$ cat config.mk
export PLATFORM = sky130hd
export DESIGN_NAME = spn_block_encrypt_16bit_core
export DESIGN_NICKNAME = d
export VERILOG_FILES = /design/src/rtl/core/spn_pkg.sv /design/src/rtl/core/spn_round.sv /design/src/rtl/core/spn_block_encrypt_16bit_core.sv
export SDC_FILE = /design/constraint.sdc
export NUM_CORES = 1
export LEC_CHECK = 0
export BUFFER_PORTS_ARGS = -buffer_cell sky130_fd_sc_hd__buf_4
export CAP_MARGIN = 15
export CORE_ASPECT_RATIO = 1.4
export CORE_UTILIZATION = 55
export CTS_CLUSTER_DIAMETER = 60
export DETAILED_ROUTE_END_ITERATION = 16
export GPL_TIMING_DRIVEN = 0
export MAX_ROUTING_LAYER = met4
export PLACE_DENSITY = 0.84
export SLEW_MARGIN = 10
export SYNTH_ARGS = -nofsm -noshare
export SYNTH_HDL_FRONTEND = slang
export SYNTH_SLANG_ARGS = --single-unit
$ cat constraint.sdc
create_clock -name clk -period 3.1 [get_ports clk]
set_clock_uncertainty 0.2 [all_clocks]
set_input_delay 0.155 -clock clk [delete_from_list [all_inputs] [get_ports clk]]
set_output_delay 0.155 -clock clk [all_outputs]
set_load 0.01 [all_outputs]
$ cat src/rtl/core/spn_pkg.sv
// Shared types, constants and the S-box for the 16-bit SPN block cipher core.
// No dependencies; used by spn_round, the top level and the port checker.
package spn_pkg;

	localparam int NUM_ROUNDS     = 6;
	localparam int NUM_ROUND_KEYS = 6;
	localparam int NUM_KEY_REGS   = NUM_ROUND_KEYS + 1;
	localparam int BLOCK_W        = 16;
	localparam int NIB_W          = 4;
	localparam int NUM_NIBS       = BLOCK_W / NIB_W;
	localparam int APB_DATA_W     = 32;
	localparam int REG_IDX_W      = 3;
	localparam int APB_ADDR_W     = REG_IDX_W + 2;

	typedef logic [BLOCK_W-1:0] block_t;
	typedef logic [NIB_W-1:0]   nibble_t;

	// Register map, one 32-bit word per key
	typedef enum logic [REG_IDX_W-1:0] {
		REG_ROUND_KEY_0   = 3'd0,
		REG_ROUND_KEY_1   = 3'd1,
		REG_ROUND_KEY_2   = 3'd2,
		REG_ROUND_KEY_3   = 3'd3,
		REG_ROUND_KEY_4   = 3'd4,
		REG_ROUND_KEY_5   = 3'd5,
		REG_WHITENING_KEY = 3'd6
	} reg_idx_t;

	// Fixed 4-bit substitution
	function automatic nibble_t sbox(input nibble_t x);
		nibble_t y;
		unique case (x)
			4'h0: y = 4'h4;
			4'h1: y = 4'hB;
			4'h2: y = 4'h1;
			4'h3: y = 4'hF;
			4'h4: y = 4'h9;
			4'h5: y = 4'h2;
			4'h6: y = 4'hE;
			4'h7: y = 4'hC;
			4'h8: y = 4'h6;
			4'h9: y = 4'hA;
			4'hA: y = 4'h8;
			4'hB: y = 4'h7;
			4'hC: y = 4'h3;
			4'hD: y = 4'h5;
			4'hE: y = 4'h0;
			default: y = 4'hD;
		endcase
		return y;
	endfunction

endpackage

$ cat src/rtl/core/spn_round.sv
// One cipher round: key mix, nibble substitution and 4x4 bit transposition.
// Depends on spn_pkg for the block type and the S-box.
module spn_round import spn_pkg::*; (
	input  block_t blk,
	input  block_t key,
	output block_t result
);

	block_t  mixed;
	block_t  subst;

	// Mix in the round key
	assign mixed = blk ^ key;

	// Substitute each nibble
	always_comb begin
		for (int n = 0; n < NUM_NIBS; n++) begin
			subst[n*NIB_W +: NIB_W] = sbox(mixed[n*NIB_W +: NIB_W]);
		end
	end

	// Transpose: result bit 4i+j takes bit i of substituted nibble j
	always_comb begin
		for (int i = 0; i < NIB_W; i++) begin
			for (int j = 0; j < NUM_NIBS; j++) begin
				result[i*NUM_NIBS + j] = subst[j*NIB_W + i];
			end
		end
	end

endmodule

$ cat src/rtl/core/spn_block_encrypt_16bit_core.sv
// Top level of the 16-bit SPN block cipher core: key registers and round pipeline.
// Depends on spn_pkg and spn_round.
//
// Encrypts one 16-bit block per accepted beat. The datapath is a pipeline of
// six register stages, one cipher round each, with the whitening key folded
// into the last stage; a block's result leaves from the last stage, and a new
// block can be taken every cycle while plain_stall is low. Each stage advances
// on its own, so bubbles close up while the output is stalled, and plain_stall
// rises only when all six stages hold a block and cipher_stall is high. The
// seven 16-bit keys sit in the low half of 32-bit words at byte addresses
// 0x00 to 0x18 (round keys 0 to 5, then the whitening key); reset clears them
// to zero. Change keys only while no block is in flight.
module spn_block_encrypt_16bit_core import spn_pkg::*; (
	input  logic                  clk,
	input  logic                  arst_n,
	// configuration port
	input  logic                  psel,
	input  logic                  penable,
	input  logic                  pwrite,
	input  logic [APB_ADDR_W-1:0] paddr,
	input  logic [APB_DATA_W-1:0] pwdata,
	output logic [APB_DATA_W-1:0] prdata,
	output logic                  pready,
	// plaintext channel
	input  logic                  plain_valid,
	output logic                  plain_stall,
	input  logic [BLOCK_W-1:0]    plain_block,
	// ciphertext channel
	output logic                  cipher_valid,
	input  logic                  cipher_stall,
	output logic [BLOCK_W-1:0]    cipher_block
);

	block_t   key_q [NUM_KEY_REGS];
	reg_idx_t reg_idx;
	logic     reg_hit;
	logic     cfg_wr;

	block_t   blk_s  [NUM_ROUNDS];
	logic     vld_s  [NUM_ROUNDS];
	logic     rdy    [NUM_ROUNDS+1];

	// Decode the register index
	assign reg_idx = reg_idx_t'(paddr[APB_ADDR_W-1:2]);
	always_comb begin
		unique case (reg_idx)
			REG_ROUND_KEY_0, REG_ROUND_KEY_1, REG_ROUND_KEY_2,
			REG_ROUND_KEY_3, REG_ROUND_KEY_4, REG_ROUND_KEY_5,
			REG_WHITENING_KEY: reg_hit = 1'b1;
			default:           reg_hit = 1'b0;
		endcase
	end

	assign pready = 1'b1;
	assign cfg_wr = psel && penable && pwrite && pready;

	// Write the key registers; drop writes outside the map
	always_ff @(posedge clk or negedge arst_n) begin
		if (!arst_n) begin
			for (int k = 0; k < NUM_KEY_REGS; k++) begin
				key_q[k] <= '0;
			end
		end else if (cfg_wr && reg_hit) begin
			key_q[reg_idx] <= pwdata[BLOCK_W-1:0];
		end
	end

	// Read back the addressed key
	assign prdata = reg_hit ? {{(APB_DATA_W-BLOCK_W){1'b0}}, key_q[reg_idx]} : '0;

	// Stage ready: a stage loads when empty or when its block moves on
	always_comb begin
		rdy[NUM_ROUNDS] = !cipher_stall;
		for (int r = NUM_ROUNDS - 1; r >= 0; r--) begin
			rdy[r] = !vld_s[r] || rdy[r+1];
		end
	end

	assign plain_stall = !rdy[0];

	// One round per stage
	for (genvar r = 0; r < NUM_ROUNDS; r++) begin : g_stage
		localparam int KeyIdx = (r < NUM_ROUND_KEYS) ? r : NUM_ROUND_KEYS - 1;
		block_t stage_in;
		block_t round_out;
		block_t stage_out;
		logic   prev_vld;

		if (r == 0) begin : g_first
			assign stage_in = plain_block;
			assign prev_vld = plain_valid;
		end else begin : g_next
			assign stage_in = blk_s[r-1];
			assign prev_vld = vld_s[r-1];
		end

		spn_round u_round (
			.blk    (stage_in),
			.key    (key_q[KeyIdx]),
			.result (round_out)
		);

		// Fold the whitening key into the last stage
		if (r == NUM_ROUNDS - 1) begin : g_white
			assign stage_out = round_out ^ key_q[NUM_KEY_REGS-1];
		end else begin : g_plain
			assign stage_out = round_out;
		end

		// Advance the valid bit
		always_ff @(posedge clk or negedge arst_n) begin
			if (!arst_n) begin
				vld_s[r] <= 1'b0;
			end else if (rdy[r]) begin
				vld_s[r] <= prev_vld;
			end
		end

		// Advance the block; hold it while stalled
		always_ff @(posedge clk) begin
			if (rdy[r] && prev_vld) begin
				blk_s[r] <= stage_out;
			end
		end
	end

	assign cipher_valid = vld_s[NUM_ROUNDS-1];
	assign cipher_block = blk_s[NUM_ROUNDS-1];

endmodule

# Word-level counts from Yosys, hierarchy flattened
# Memories as Yosys holds them, arrays and structs flattened.
# Index checks and enable logic that the tools add are counted.
# W data, S select, Z words.
# word_totals
wordCells	100
ram_bits	96
memories	25
register_bits	118
rom_bits	1536
input_bits	60
# op_classes
reduce_logical	26
bitwise_logic	8
n_lt_le_gt_ge	2
n_mux	20
eq_ne	6
# memory_table
memory	depth	width	read_ports	rd_clocked_by_memory_dff	write_ports	line_no	source
blk_s	6	16	6	0	6	spn_block_encrypt_16bit_core.sv:39	block_t blk_s [NUM_ROUNDS];
(name not given)	16	4	1	0	0	spn_pkg.sv:32	unique case (x)
(name not given)	16	4	1	0	0	spn_pkg.sv:32	
(name not given)	16	4	1	0	0	spn_pkg.sv:32	
(name not given)	16	4	1	0	0	spn_pkg.sv:32	
(name not given)	16	4	1	0	0	spn_pkg.sv:32	
+19 memories	-	-	-	-	-	-	
# ops
cell	count
$bwmux W112	1
$xor A16 B16 Y16	7
$mux W16	4
$bmux W16 S3	1
$demux W16 S3	1
$mux W1	13
$logic_and A1 B1 Y1	10
$eq A3 B3 Y1 const B	3
$logic_not A1 Y1	8
$reduce_or A7 Y1	1
$eq A3 B2 Y1 const B	2
$logic_or A1 B1 Y1	6
$ge A4 B4 Y1 const B	1
$lt A4 B1 Y1 const B	1
$not A3 Y4	1
$eq A3 B1 Y1 const B	1
$logic_not A3 Y1	1

# Logic depth before layout (Yosys ltp)
# logic_depth
depth_word	10
ltp_mapped	7
ltp_nobuf	7

# Modules after synthesis
# Synthesis repeated with hierarchy kept, for this count alone.
# unflattened
cells_unflattened	1145
area_unflattened_um2	13063.8
# modules_own_cells
mod	area_per_inst_um2	instances	seq_area_each_um2	cells_per_inst
spn_block_encrypt_16bit_core	8657.1	1	5835.6	545
spn_round	734.5	6	0.0	100

# Worst setup path after synthesis
# No wires, ideal clock.
# synth_path
path_type	register to register
start	register vld_s (netlist bit cipher_valid)
end	memory blk_s[5][0] in the netlist's numbering (enable)
path_stages_with_launch	2
path_buffers	0
slack_ps	823
arrival_time_ps	1663
required_time_ps	2486
path_cell_list	dfrtp_1 -> a21boi_0
# synth_rtl
item	line_no	source
start: declaration	spn_block_encrypt_16bit_core.sv:40	logic vld_s [NUM_ROUNDS];
start signal: indexed assignment	spn_block_encrypt_16bit_core.sv:115	vld_s[r] <= prev_vld;
end: declaration	spn_block_encrypt_16bit_core.sv:39	

# Worst setup path after layout
# layout_path
start	register key_q[1] in the netlist's numbering
end	output port prdata[1]
# layout_via
elab_chain_len	4
# layout_lines
item	line_no	source
start: declaration	spn_block_encrypt_16bit_core.sv:34	block_t key_q [NUM_KEY_REGS];
start signal: indexed assignment	spn_block_encrypt_16bit_core.sv:64	key_q[reg_idx] <= pwdata[BLOCK_W-1:0];
$bmux W16 S3	spn_block_encrypt_16bit_core.sv:69	assign prdata = reg_hit ? {{(APB_DATA_W-BLOCK_W){1'b0}}, key_q[reg_idx]} : '0;
$mux W16 (not written as such) (2 in a row)	spn_block_encrypt_16bit_core.sv:69	
$mux W16	spn_block_encrypt_16bit_core.sv:69	
end: declaration	spn_block_encrypt_16bit_core.sv:22	output logic [APB_DATA_W-1:0] prdata,
# No other way between the ends. The select of a mux whose other input is x is not followed.

==> results.txt <==
----------------------------------------------------
[Clock tree]
  Clock latency reported for the late side of the worst-skew pair ... 510 ps
  Buffer levels on the longest clock path ... 3
  Clock tree from TritonCTS ... done
  Cells resized by post-CTS repair ... 0
  Root buffer cell ... clkbuf_16
  CTS hold repair buffers ... 28
  Cts bufs inserted ... 21
  Clock edge transition at the registers on the reported setup and hold paths ... roughly 60 ps
  H-Tree Level Count ... 1
  Buffers inserted during post-CTS setup optimization ... 0
  Sinks on Clock Net ... approximately 210

[Power and ir drop]
  PnR Total Power ... 0.0142 W
  Logic pwr share ... 0.456
  Fraction of power consumed by sequential logic ... 0.368
  Cell-internal power ... 0.00853 W
  Clock power share ... 0.176
  Net switching component of the power ... 0.00567 W
  Leakage power total ... 6.39 nW
  PD cells ... just under 1000 nW/um^2
  Switching fraction of total power ... 0.399
  Worst IR Drop VDD ... approximately 0.46 mV

[Flow run]
  Max-cap viol count ... 0

[Synthesis]
  Most common flop cell mapped by yosys ... dfrtp_1
  Post-synth top area cell ... dfrtp_1
  Post-synthesis cell area ... 12800 sq um
  Post-synth EDFFs ... 96
  Netlist cell types ... 51
  Seq/Total Area, Yosys ... 0.457
  Register bit total from synthesis ... 214
  Post-synthesis instance total ... 1101
  Count of synthesis-stage warnings from yosys ... 0
  Most used standard cell by instance count after synthesis ... mux2_2
  Synth cell count leaders ... mux2_2, dfrtp_1, edfxtp_1
  Proportion of netlist area held by the largest area contributor ... 0.231
  Average cell area after synthesis ... 11.6 sq um
  Proportion of synthesized flip-flops having asynchronous set or reset ... 0.551
  Largest cells by area after synthesis ... dfrtp_1, edfxtp_1, mux2_2, ha_1, xnor2_1

[Global route]
  Aggregate global-route resource usage ... 0.303
  Via count of the first global-routing pass ... roughly 9000
  Largest net degree at the start of global routing ... slightly above 60
  Global-route wire length before repair ... between 50 and 60 mm
  Number of antenna violations at the first check in global routing ... 0
  GRT Residual Overflow ... 0

[Drt]
  Routed via count ... ~9400
  Number of iterations in the first detailed-routing pass ... 5
  Vias/cell ... 6.01
  Post-route ant nets ... 0
  Detailed Route Iter0 Violations ... 808
  Number of remaining DRC errors ... 0
  Wirelength per Cell ... roughly 22 microns
  Final wirelength ... 33.9 mm

[Status]
  Outcome ... finished with violations
  Violated checks ... negative hold slack

[Floorplanning]
  Horizontal die dimension ... 131 microns
  Num ports ... 111
  Starting density of the core ... 0.564
  Floorplan die height ... 182 microns
  Overall die area ... 23800 sq um
  Core ar. ... 22600 sq um
  # rows ... 65

[Setup path]
  Worst Setup EP ... prdata[1]
  Worst reg2reg setup slack ... around 650 ps
  Critical path type ... flip-flop to primary output
  Worst setup EP type ... primary output
  Arrival time of data at the critical path endpoint ... 2100 ps
  Largest fanout of any net on the critical path ... 3
  Critical Path Source ... key_q[1]$_DFFE_PN0P_
  Worst reg2reg path endpoint ... blk_s[1][13]$_DFFE_PP_
  Origin of the critical flop-to-flop path ... key_q[85]$_DFFE_PN0P_
  Endpoint required time on the critical path ... 2740 ps
  Startpoint Class ... flip-flop
  Reg2Reg Depth ... 4

[Timing]
  Post-Route Hold Slack ... -4.68 ps
  Maximum clock frequency ... 0.407 GHz
  Actual transition at the worst max-transition pin ... 944 ps
  Max transition margin ... 0.366
  Final count of pins violating max slew ... 0
  RSZ-0062 raised after global routing ... false
  Final setup violation count ... 0
  Fin crit share ... 0.794
  Final-report hold violation count ... 3
  Final Critical Period ... about 2500 ps

[Layout]
  Final Net Count ... between 1000 and 1500
  Ratio of cells with drive above 1 in the final layout ... 0.236
  Post-route design area ... 14700 sq um
  Area Overhead vs Synth ... 15.6%
  Filler-free cell count of the finished design ... between 1500 and 2000
  Total inserted antenna cells ... 0
  Filler cells ... approximately 1700
  Post-layout utilization of the core ... 0.652

[Place]
  Placed cell areas ... around 14000 sq um
  Detailed placement HPWL ... 25.1 mm
  Number of cells after detailed placement ... approximately 1500
  Final weighted congestion of routability-driven global placement ... 1.01
  Total of buffers placed on input and output ports ... 75

[Worst hold path]
  Worst Hold Class ... input port to async pin

----------------------------------------------------
metrics by stage:
stage / setup WS (ps) / hold WS [ps] / TNS [ps]
detailed placement: 678 / -30.4 / 0
global placement: -3.40 / 151 / -32.0
CTS: 660 / 10.3 / 0
floorplan: 823 / -341 / 0
global route: 530 / 47.4 / 0
finish: 640 / -4.68 / 0
cell usage in the layout, fill, tap and decap left out, types with 45 or more instances in the layout:
| master | n |
|---|---|
| edfxtp_1 | 96 |
| inv_1 | 64 |
| xnor2_1 | 62 |
| o21ai_0 | 78 |
| mux2_2 | 123 |
| xor2_1 | 62 |
| dfrtp_1 | 118 |
| buf_4 | 97 |
| nand2_1 | 94 |
| a21oi_1 | 45 |
| ha_1 | 80 |
metal layers:
metal	vias to the layer above	share of wire	track usage	routed length [microns]
li1	4254	-	-	-
met1	4490	0.35	0.326	11800
met2	469	0.49	0.488	16500
met3	156	0.068	0.0454	2300
met4	0	0.098	0.248	3310
met5	-	0	-	0
state kept, by name (all words and copies together) (netlist names):
name	count
key_q	112
blk_s	96
g_stage.prev_vld	5
cipher_valid	1
worst max-delay path, cell delays in order, from the launching register on:
cell and delay [ps]:
dfrtp_1 490, a21oi_1 100, o21bai_1 200, a221oi_1 580
buf_4 230
power groups by stage:
stage	Sequential, W	Combinational (W)	Clock (W)
6_report	0.00522	0.00648	0.00250
5_1_grt	0.00531	0.00718	0.00262
4_1_cts	0.00520	0.00639	0.00251
3_5_place_dp	0.00524	0.00629	0
3_3_place_gp	0.00520	0.00589	0
2_1_floorplan	0.00492	0.00473	0
how the worst min path moves through the flow:
stage	cells after the start	start	endpoint	slack, ps
global route	2	arst_n	g_stage[2].prev_vld$_DFFE_PN0P_	50
detailed placement	1	arst_n	g_stage[2].prev_vld$_DFFE_PN0P_	-30
global placement	2	plain_valid	g_stage[1].prev_vld$_DFFE_PN0P_	150
finish	2	arst_n	g_stage[1].prev_vld$_DFFE_PN0P_	-5
CTS	2	arst_n	g_stage[3].prev_vld$_DFFE_PN0P_	10
floorplan	0	arst_n	cipher_valid$_DFFE_PN0P_	-340
cell type report:
cell class,instances,area (sq um),share of cell area
Inverter,67,251,0.0171
Timing Repair Buffer,105,890,0.0604
Multi-Input combinational cell,798,6480,0.439
Clock buffer,30,579,0.0393
Buffer,37,255,0.0173
Tap cell,301,377,0.0255
Sequential cell,214,5840,0.396
Clock inverter,8,76.3,0.00518
kinds of logic (layout without fill, tap and decap cells):
group	Yosys count	count (layout)	share of synthesized area
AO/OA/AOI/OAI	226	226	0.109
XOR/XNOR	124	124	0.0851
adder cells (fa/ha/maj)	80	80	0.0785
buffers and inverters	104	247	0.0397
flip-flops	214	214	0.457
multiplexers	166	166	0.162
other	2	17	0.000589
AND/OR/NAND/NOR	185	185	0.0674
(Power assumes the default switching activity.)
